**src/rtl/spr_pkg.sv**
```systemverilog
`timescale 1ns / 1ps

package spr_pkg;

    // request codes carried by req_type
    typedef enum logic [1:0] {
        REQ_READ  = 2'd0,
        REQ_WRITE = 2'd1,
        REQ_TICK  = 2'd2,
        REQ_NONE  = 2'd3
    } spr_req_code_t;

    // register byte addresses
    localparam logic [7:0] ADDR_DATA      = 8'h40;
    localparam logic [7:0] ADDR_STAT0     = 8'h44;
    localparam logic [7:0] ADDR_STAT1     = 8'h45;
    localparam logic [7:0] ADDR_STAT2     = 8'h46;
    localparam logic [7:0] ADDR_STAT3     = 8'h47;
    localparam logic [7:0] ADDR_MODE_LO   = 8'h48;
    localparam logic [7:0] ADDR_MODE_HI   = 8'h49;
    localparam logic [7:0] ADDR_CTRL_LO   = 8'h4A;
    localparam logic [7:0] ADDR_CTRL_HI   = 8'h4B;
    localparam logic [7:0] ADDR_BAUD_LO   = 8'h4E;
    localparam logic [7:0] ADDR_BAUD_HI   = 8'h4F;

    localparam int TIMER_W   = 21;
    localparam int PENDING_W = 31;

    localparam logic [PENDING_W-1:0] PENDING_MAX = {PENDING_W{1'b1}};
    localparam logic [2:0]           STATUS_SET  = 3'b111;

    // one accepted item as it leaves the input register
    typedef struct packed {
        spr_req_code_t req;
        logic [7:0]    addr;
        logic [7:0]    data;
        logic [15:0]   cycles;
    } spr_req_t;

    // timer reload value: baud * (mode & 3) / 2, rounded down
    function automatic logic [TIMER_W-1:0] reload_value(
        input logic [15:0] baud,
        input logic [1:0]  mode_lo
    );
        logic [17:0] prod;
        begin
            prod = ({2'b00, baud} & {18{mode_lo[0]}})
                 + ({1'b0, baud, 1'b0} & {18{mode_lo[1]}});
            reload_value = {4'b0000, prod[17:1]};
        end
    endfunction

endpackage

```
**src/rtl/serial_port_register_block_core.sv**
```systemverilog
`timescale 1ns / 1ps

// Byte-wide register block of a serial port. Each item is a byte read, a byte
// write, a tick that adds elapsed cycles to a saturating pending count, or an
// unused code that changes nothing; every item gives exactly one read_data byte
// (zero for writes, ticks and unused codes). A new item is taken every cycle
// while out_ready is high: it is held in the input register, where the register
// file is updated, and its byte then waits in the result register. The input
// stage keeps accepting while the result register drains.
module serial_port_register_block_core (
    input  logic        clk,
    input  logic        rst_n,
    input  logic        in_valid,
    output logic        in_ready,
    input  logic [1:0]  req_type,
    input  logic [7:0]  bus_address,
    input  logic [7:0]  write_data,
    input  logic [15:0] elapsed_cycles,
    output logic        out_valid,
    input  logic        out_ready,
    output logic [7:0]  read_data
);

    logic              held_valid;
    spr_pkg::spr_req_t held_req;
    logic              take;
    logic [7:0]        rd_byte;
    logic              out_valid_reg;
    logic [7:0]        read_data_reg;

    // item moves on when the result register is free or draining
    assign take = held_valid && (!out_valid_reg || out_ready);

    spr_input_reg u_input (
        .clk            (clk),
        .rst_n          (rst_n),
        .in_valid       (in_valid),
        .in_ready       (in_ready),
        .req_type       (req_type),
        .bus_address    (bus_address),
        .write_data     (write_data),
        .elapsed_cycles (elapsed_cycles),
        .take           (take),
        .held_valid     (held_valid),
        .held_req       (held_req)
    );

    spr_reg_file u_regs (
        .clk     (clk),
        .rst_n   (rst_n),
        .fire    (take),
        .req     (held_req),
        .rd_byte (rd_byte)
    );

    // result register
    always_ff @(posedge clk or negedge rst_n)
    begin
        if (!rst_n)
        begin
            out_valid_reg <= 1'b0;
        end
        else if (!out_valid_reg || out_ready)
        begin
            out_valid_reg <= held_valid;
        end
    end

    always_ff @(posedge clk)
    begin
        if (take)
        begin
            read_data_reg <= rd_byte;
        end
    end

    assign out_valid = out_valid_reg;
    assign read_data = read_data_reg;

endmodule

```
**src/rtl/spr_input_reg.sv**
```systemverilog
`timescale 1ns / 1ps

module spr_input_reg (
    input  logic              clk,
    input  logic              rst_n,
    input  logic              in_valid,
    output logic              in_ready,
    input  logic [1:0]        req_type,
    input  logic [7:0]        bus_address,
    input  logic [7:0]        write_data,
    input  logic [15:0]       elapsed_cycles,
    input  logic              take,
    output logic              held_valid,
    output spr_pkg::spr_req_t held_req
);

    logic              valid_reg;
    spr_pkg::spr_req_t req_reg;

    // stage is free when empty or when its item moves on this cycle
    assign in_ready   = !valid_reg || take;
    assign held_valid = valid_reg;
    assign held_req   = req_reg;

    // valid flag
    always_ff @(posedge clk or negedge rst_n)
    begin
        if (!rst_n)
        begin
            valid_reg <= 1'b0;
        end
        else if (in_ready)
        begin
            valid_reg <= in_valid;
        end
    end

    // item payload
    always_ff @(posedge clk)
    begin
        if (in_valid && in_ready)
        begin
            req_reg.req    <= spr_pkg::spr_req_code_t'(req_type);
            req_reg.addr   <= bus_address;
            req_reg.data   <= write_data;
            req_reg.cycles <= elapsed_cycles;
        end
    end

endmodule

```
**src/rtl/spr_reg_file.sv**
```systemverilog
`timescale 1ns / 1ps

module spr_reg_file (
    input  logic              clk,
    input  logic              rst_n,
    input  logic              fire,
    input  spr_pkg::spr_req_t req,
    output logic [7:0]        rd_byte
);

    logic [spr_pkg::TIMER_W-1:0]   timer_reg,   timer_next;
    logic [spr_pkg::PENDING_W-1:0] pending_reg, pending_next;
    logic [2:0]                    status_reg,  status_next;
    logic [15:0]                   mode_reg,    mode_next;
    logic [15:0]                   ctrl_reg,    ctrl_next;
    logic [15:0]                   baud_reg,    baud_next;
    logic [7:0]                    tx_reg,      tx_next;

    logic [spr_pkg::TIMER_W-1:0]   timer_sync;
    logic [spr_pkg::PENDING_W:0]   pending_sum;
    logic                          is_access;

    assign is_access = (req.req == spr_pkg::REQ_READ) || (req.req == spr_pkg::REQ_WRITE);

    // timer after the pending cycles are taken off, or reloaded if they exceed it
    always_comb
    begin
        if (pending_reg > {{(spr_pkg::PENDING_W-spr_pkg::TIMER_W){1'b0}}, timer_reg})
        begin
            timer_sync = spr_pkg::reload_value(baud_reg, mode_reg[1:0]);
        end
        else
        begin
            timer_sync = timer_reg - pending_reg[spr_pkg::TIMER_W-1:0];
        end
    end

    // saturating pending count
    assign pending_sum = {1'b0, pending_reg}
                       + {{(spr_pkg::PENDING_W-15){1'b0}}, req.cycles};

    // next state and read byte
    always_comb
    begin
        timer_next   = timer_reg;
        pending_next = pending_reg;
        status_next  = status_reg;
        mode_next    = mode_reg;
        ctrl_next    = ctrl_reg;
        baud_next    = baud_reg;
        tx_next      = tx_reg;
        rd_byte      = 8'h00;

        if (is_access)
        begin
            timer_next   = timer_sync;
            pending_next = '0;
        end

        case (req.req)
            spr_pkg::REQ_READ:
            begin
                case (req.addr)
                    spr_pkg::ADDR_STAT0:
                    begin
                        status_next = spr_pkg::STATUS_SET;
                        rd_byte     = {5'b00000, status_reg | spr_pkg::STATUS_SET};
                    end
                    spr_pkg::ADDR_STAT1:   rd_byte = {timer_sync[4:0], 3'b000};
                    spr_pkg::ADDR_STAT2:   rd_byte = timer_sync[12:5];
                    spr_pkg::ADDR_STAT3:   rd_byte = timer_sync[20:13];
                    spr_pkg::ADDR_MODE_LO: rd_byte = mode_reg[7:0];
                    spr_pkg::ADDR_MODE_HI: rd_byte = mode_reg[15:8];
                    spr_pkg::ADDR_CTRL_LO: rd_byte = ctrl_reg[7:0];
                    spr_pkg::ADDR_CTRL_HI: rd_byte = ctrl_reg[15:8];
                    spr_pkg::ADDR_BAUD_LO: rd_byte = baud_reg[7:0];
                    spr_pkg::ADDR_BAUD_HI: rd_byte = baud_reg[15:8];
                    default:               rd_byte = 8'h00;
                endcase
            end
            spr_pkg::REQ_WRITE:
            begin
                case (req.addr)
                    spr_pkg::ADDR_DATA:    tx_next = req.data;
                    spr_pkg::ADDR_MODE_LO: mode_next = {mode_reg[15:8], req.data};
                    spr_pkg::ADDR_MODE_HI: mode_next = {req.data, mode_reg[7:0]};
                    spr_pkg::ADDR_CTRL_LO: ctrl_next = {ctrl_reg[15:8], req.data};
                    spr_pkg::ADDR_CTRL_HI: ctrl_next = {req.data, ctrl_reg[7:0]};
                    spr_pkg::ADDR_BAUD_LO:
                    begin
                        baud_next  = {baud_reg[15:8], req.data};
                        timer_next = spr_pkg::reload_value({baud_reg[15:8], req.data},
                                                           mode_reg[1:0]);
                    end
                    spr_pkg::ADDR_BAUD_HI:
                    begin
                        baud_next  = {req.data, baud_reg[7:0]};
                        timer_next = spr_pkg::reload_value({req.data, baud_reg[7:0]},
                                                           mode_reg[1:0]);
                    end
                    default:
                    begin
                    end
                endcase
            end
            spr_pkg::REQ_TICK:
            begin
                if (pending_sum[spr_pkg::PENDING_W])
                begin
                    pending_next = spr_pkg::PENDING_MAX;
                end
                else
                begin
                    pending_next = pending_sum[spr_pkg::PENDING_W-1:0];
                end
            end
            default:
            begin
            end
        endcase
    end

    // register state, updated once per item
    always_ff @(posedge clk or negedge rst_n)
    begin
        if (!rst_n)
        begin
            timer_reg   <= '0;
            pending_reg <= '0;
            status_reg  <= '0;
            mode_reg    <= '0;
            ctrl_reg    <= '0;
            baud_reg    <= '0;
            tx_reg      <= '0;
        end
        else if (fire)
        begin
            timer_reg   <= timer_next;
            pending_reg <= pending_next;
            status_reg  <= status_next;
            mode_reg    <= mode_next;
            ctrl_reg    <= ctrl_next;
            baud_reg    <= baud_next;
            tx_reg      <= tx_next;
        end
    end

endmodule

```
**config.mk**
```make
export PLATFORM = sky130hd
export DESIGN_NAME = serial_port_register_block_core
export DESIGN_NICKNAME = d
export VERILOG_FILES = /design/src/rtl/spr_pkg.sv /design/src/rtl/serial_port_register_block_core.sv /design/src/rtl/spr_input_reg.sv /design/src/rtl/spr_reg_file.sv
export SDC_FILE = /design/constraint.sdc
export NUM_CORES = 1
export LEC_CHECK = 0
export BUFFER_PORTS_ARGS = -buffer_cell sky130_fd_sc_hd__buf_2
export CORE_UTILIZATION = 40
export CTS_BUF_LIST = sky130_fd_sc_hd__clkbuf_2
export CTS_CLUSTER_DIAMETER = 100
export DETAILED_ROUTE_END_ITERATION = 16
export PLACE_DENSITY_LB_ADDON = 0.25
export REMOVE_ABC_BUFFERS = 1
export SLEW_MARGIN = 40
export SYNTH_ARGS = -nofsm -noshare
export SYNTH_HDL_FRONTEND = slang
export SYNTH_HIERARCHICAL = 1
export SYNTH_SLANG_ARGS = --single-unit
export TNS_END_PERCENT = 30
```
**constraint.sdc**
```tcl
create_clock -name clk -period 10.25 [get_ports clk]
set_input_delay 0 -clock clk [delete_from_list [all_inputs] [get_ports clk]]
set_output_delay 0 -clock clk [all_outputs]
set_load 0.005 [all_outputs]
```
==> flow_summary_export.csv <==
group,metric,value,unit
setup_path,crit_family,"compound AO/OA/AOI/OAI gates",
timing,slew_headroom,42.7,%
floorplan,die_w,165,um
timing,finalCritPeriodShare,37.3,%
timing,final.setup.worst_slack,6.42,ns
global_route,grt_pass1_vias,9074,
drt,highest_layer,"met4",
setup_path,crit_path_frequent_cell,"o21ai_0",
synth,synth_adder_area_share,9.91,%
synth,synth_xor_area_share,5.50,%
hold_path,hold_class,"in2async",
synth,synth_compound_area_share,21.2,%
floorplan,die_h,165,um
setup_path,critPathMaxStageDelay,0.92,ns
clock_network,cts_tree,"built",
clock_network,worst_skew_pair.late_latency,0.77,ns
synth,ys_ff_latch,144,
setup_path,r2r_cells,13,
synth,synthArstFlopShare,70.8,%
drt,routedWlPerCell,19.4,um
placed_design,dpl_worst_slack,6.52,ns
synth,synthFlopType,"dfrtp_1",
clock_network,clkTransAtPathRegs,0.32,ns
global_route,grt_max_degree,55,
timing,rsz0062_at_grt,"false",
drt,viasPerCell,5.80,
synth,synth.area.top_cells,"dfrtp_1 24%, edfxtp_1 12%, ha_1 9.2%",
timing,period_minus_slack,3.83,ns
synth,synth_enable_flop_cells,42,
clock_network,cts.htree.levels,4,
placed_design,gp_congestion,0.953,
synth,syn_area,0.0107,mm^2
floorplan,io_pins,48,
timing,tns,0,ns
clock_network,numCtsBuffers,17,
pwr,powerDensity,188,mW/mm^2
clock_network,cts_setup_buffers,0,
drt,firstDrtPassIters,13,
setup_path,rr_startpoint,"u_regs/mode_reg[1]$_DFFE_PN0P_",
drt,drc,6,
synth,synthMuxAreaShare,4.47,%
timing,hold_slack,0.272,ns
global_route,grt_pass1_wl,50200,um
synth,yosys.area_share.simple,18.8,%
clock_network,cts.sinks,144,
global_route,antenna_found_initial,1,
drt,wl_met3,2020,um
floorplan,start_util,40.8,%
timing,tightest_slew,0.859,ns
timing,finalClockSkew,0.0605,ns
setup_path,critPathBufInv,1,
synth,postSynthAreaPerCell,8.94,um^2
setup_path,r2r_slack,6.42,ns
setup_path,crit_slowest_cell,"dfrtp_1",
setup_path,arrival,4.32,ns
drt,antenna_left,0,
cells_and_area,fin_nets,1412,
status,violations,"design-rule violations",
timing,finalMaxSlewViolations,0,
clock_network,clk_path_buf_depth,2,
status,outcome,"finished, violations left",
setup_path,end_kind,"flip-flop",
synth,synth_top_family_by_area,"compound AO/OA/AOI/OAI gates",
global_route,grt_usage,24.1,%
timing,setup-violations-final,0,
cells_and_area,area_growth,14.8,%
clock_network,cts_root_buf,"clkbuf_2",
placed_design,numPortBuffers,47,
synth,yosysUniqueCellTypes,83,
placed_design,hpwlAfterDp,23000,um
cells_and_area,drive_above_1_share,11.3,%
drt,m1WireLength,14800,um
synth,yosysTopAreaCell,"dfrtp_1",
cells_and_area,final_area,0.0122,mm^2
setup_path,required,10.74,ns
floorplan,coreArea,0.0261,mm^2
timing,fmax,0.261,GHz
floorplan,row_count,59,
drt,dr_wl_met2,14500,um
drt,totalWireLength,31800,um
run,drv_cap,0,
cells_and_area,fill_cells,2615,
drt,num_vias,9524,
synth,seq_area_frac_synth,35.8,%
setup_path,cp_max_fo,29,
cells_and_area,largest_reg_flops,34,
setup_path,cp_cell_sequence,"and2_1, ha_1, inv_1, fa_1, nor2b_1, o311a_1, o21ai_0, o21ai_0, xnor2_1, mux2i_1, o221ai_1, nand2_1, o31ai_1",
drt,dr.first_iter.drc_count,921,
pwr,p_leak,5.50,nW
synth,ys_warn_count,6,
synth,synth_top_area_share,23.9,%
placed_design,placed_area,0.0112,mm^2
timing,finalHoldViolations,0,
setup_path,timing.rr.end,"read_data[7]$_DFFE_PP_",
global_route,gr-total-overflow,0,
pwr,peakVddDrop,0.000120,V
setup_path,critPathKind,"reg2reg",
setup_path,start_kind,"flip-flop",
synth,syn_inst,1193,
floorplan,dieArea,0.0273,mm^2
-- cells in the final DEF, fill, tap and decap left out, types with 17 or more instances in the layout --
cell	Yosys	layout
a21oi_1	74	73
clkbuf_2	1	17
xnor2_1	42	42
nor2_1	67	66
edfxtp_1	42	42
buf_2	11	46
xor2_1	25	25
mux2_2	19	19
and2_1	47	47
nand2_1	162	162
inv_1	64	64
nand3_1	32	32
dlygate4sd3_1	0	75
o21ai_0	88	88
a21o_1	27	27
ha_1	78	78
dfrtp_1	102	101
-- synth_stat cells, drive strengths merged, types with 5 or more instances --
master	instances
nor2b	6
o21a	7
inv	64
a211oi	10
and2	50
o2111ai	6
o221ai	8
mux2i	15
nand3b	5
clkbuf	38
nor3	15
o211ai	10
ha	78
dfrtp	102
a21o	27
nor2	67
a21oi	75
nor4	6
xor2	25
mux4	5
o31ai	12
a22oi	7
a221oi	8
o21ai	91
buf	16
mux2	19
a31oi	11
xnor2	42
edfxtp	42
nand4	15
a22o	11
o22ai	13
nand3	32
or2	8
nand2b	14
nand2	164
-- routing by layer --
metal  track usage [%]  vias to the layer above
met5                 0                        -
met2              38.5                      322
met1              33.7                     4650
li1                  -                     4524
met4              5.88                        0
met3              4.20                       28
-- layout make-up --
cell class              count  area, um^2  area share, %
inverters                  64         240           1.96
flip-flops and latches    144        3810           31.2
repair buffers            134        1110           9.04
well taps                 335         419           3.42
multi-input cells         931        6390           52.2
clock buffers              17        85.1          0.695
diodes                      1        2.50         0.0204
clock inverters            15         179           1.46
-- power breakdown --
part / switching (W) / internal, W / total [W]
Combinational: 0.000707 / 0.000485 / 0.00119
Clock: 0.000283 / 0.0000876 / 0.000371
Sequential: 0.0000698 / 0.000666 / 0.000736
-- how the worst max path moves through the flow --
| stage | from | depth (start not counted) | to |
|---|---|---|---|
| final | u_regs/mode_reg[1]$_DFFE_PN0P_ | 13 | read_data[7]$_DFFE_PP_ |
| after global routing | u_regs/mode_reg[1]$_DFFE_PN0P_ | 13 | read_data[3]$_DFFE_PP_ |
| after CTS | u_regs/mode_reg[0]$_DFFE_PN0P_ | 12 | u_regs/timer_reg[12]$_DFFE_PN0P_ |
| after detailed placement | u_regs/mode_reg[0]$_DFFE_PN0P_ | 12 | u_regs/timer_reg[12]$_DFFE_PN0P_ |
| after global placement | u_regs/mode_reg[0]$_DFFE_PN0P_ | 12 | u_regs/timer_reg[12]$_DFFE_PN0P_ |
| after floorplan | u_regs/timer_reg[4]$_DFFE_PN0P_ | 11 | read_data[3]$_DFFE_PP_ |
-- worst register-to-register path: stages, from the launching register on --
cell,delay (ns)
dfrtp_1,0.92
and2_1,0.23
ha_1,0.17
inv_1,0.06
fa_1,0.41
nor2b_1,0.16
o311a_1,0.23
o21ai_0,0.24
o21ai_0,0.33
xnor2_1,0.15
mux2i_1,0.26
o221ai_1,0.24
nand2_1,0.13
o31ai_1,0.07
-- what timing repair did --
action                                 in CTS  in global routing
hold buffers                               76                  0
endpoints found under the hold margin     180                  0
gates resized for setup                     0                  0
-- kinds of logic (layout without fill, tap and decap cells) --
| group | after synthesis | in the layout |
|---|---|---|
| simple gates | 405 | 405 |
| compound gates | 338 | 338 |
| flops | 144 | 144 |
| buf+inv | 118 | 230 |
| fa+ha+maj | 82 | 82 |
| xor+xnor | 67 | 67 |
| mux | 39 | 39 |
| other cells | 0 | 1 |
-- through the flow --
step,instances,utilization (%),power (W)
2_1_floorplan,1139,-,0.00159
5_1_grt,1641,46.8,0.00246
4_1_cts,1639,46.8,0.00230
6_report,1641,46.8,0.00230
3_3_place_gp,1530,42.7,0.00188
3_5_place_dp,1531,42.8,0.00188
No activity file was read; power rests on OpenSTA's default activity.
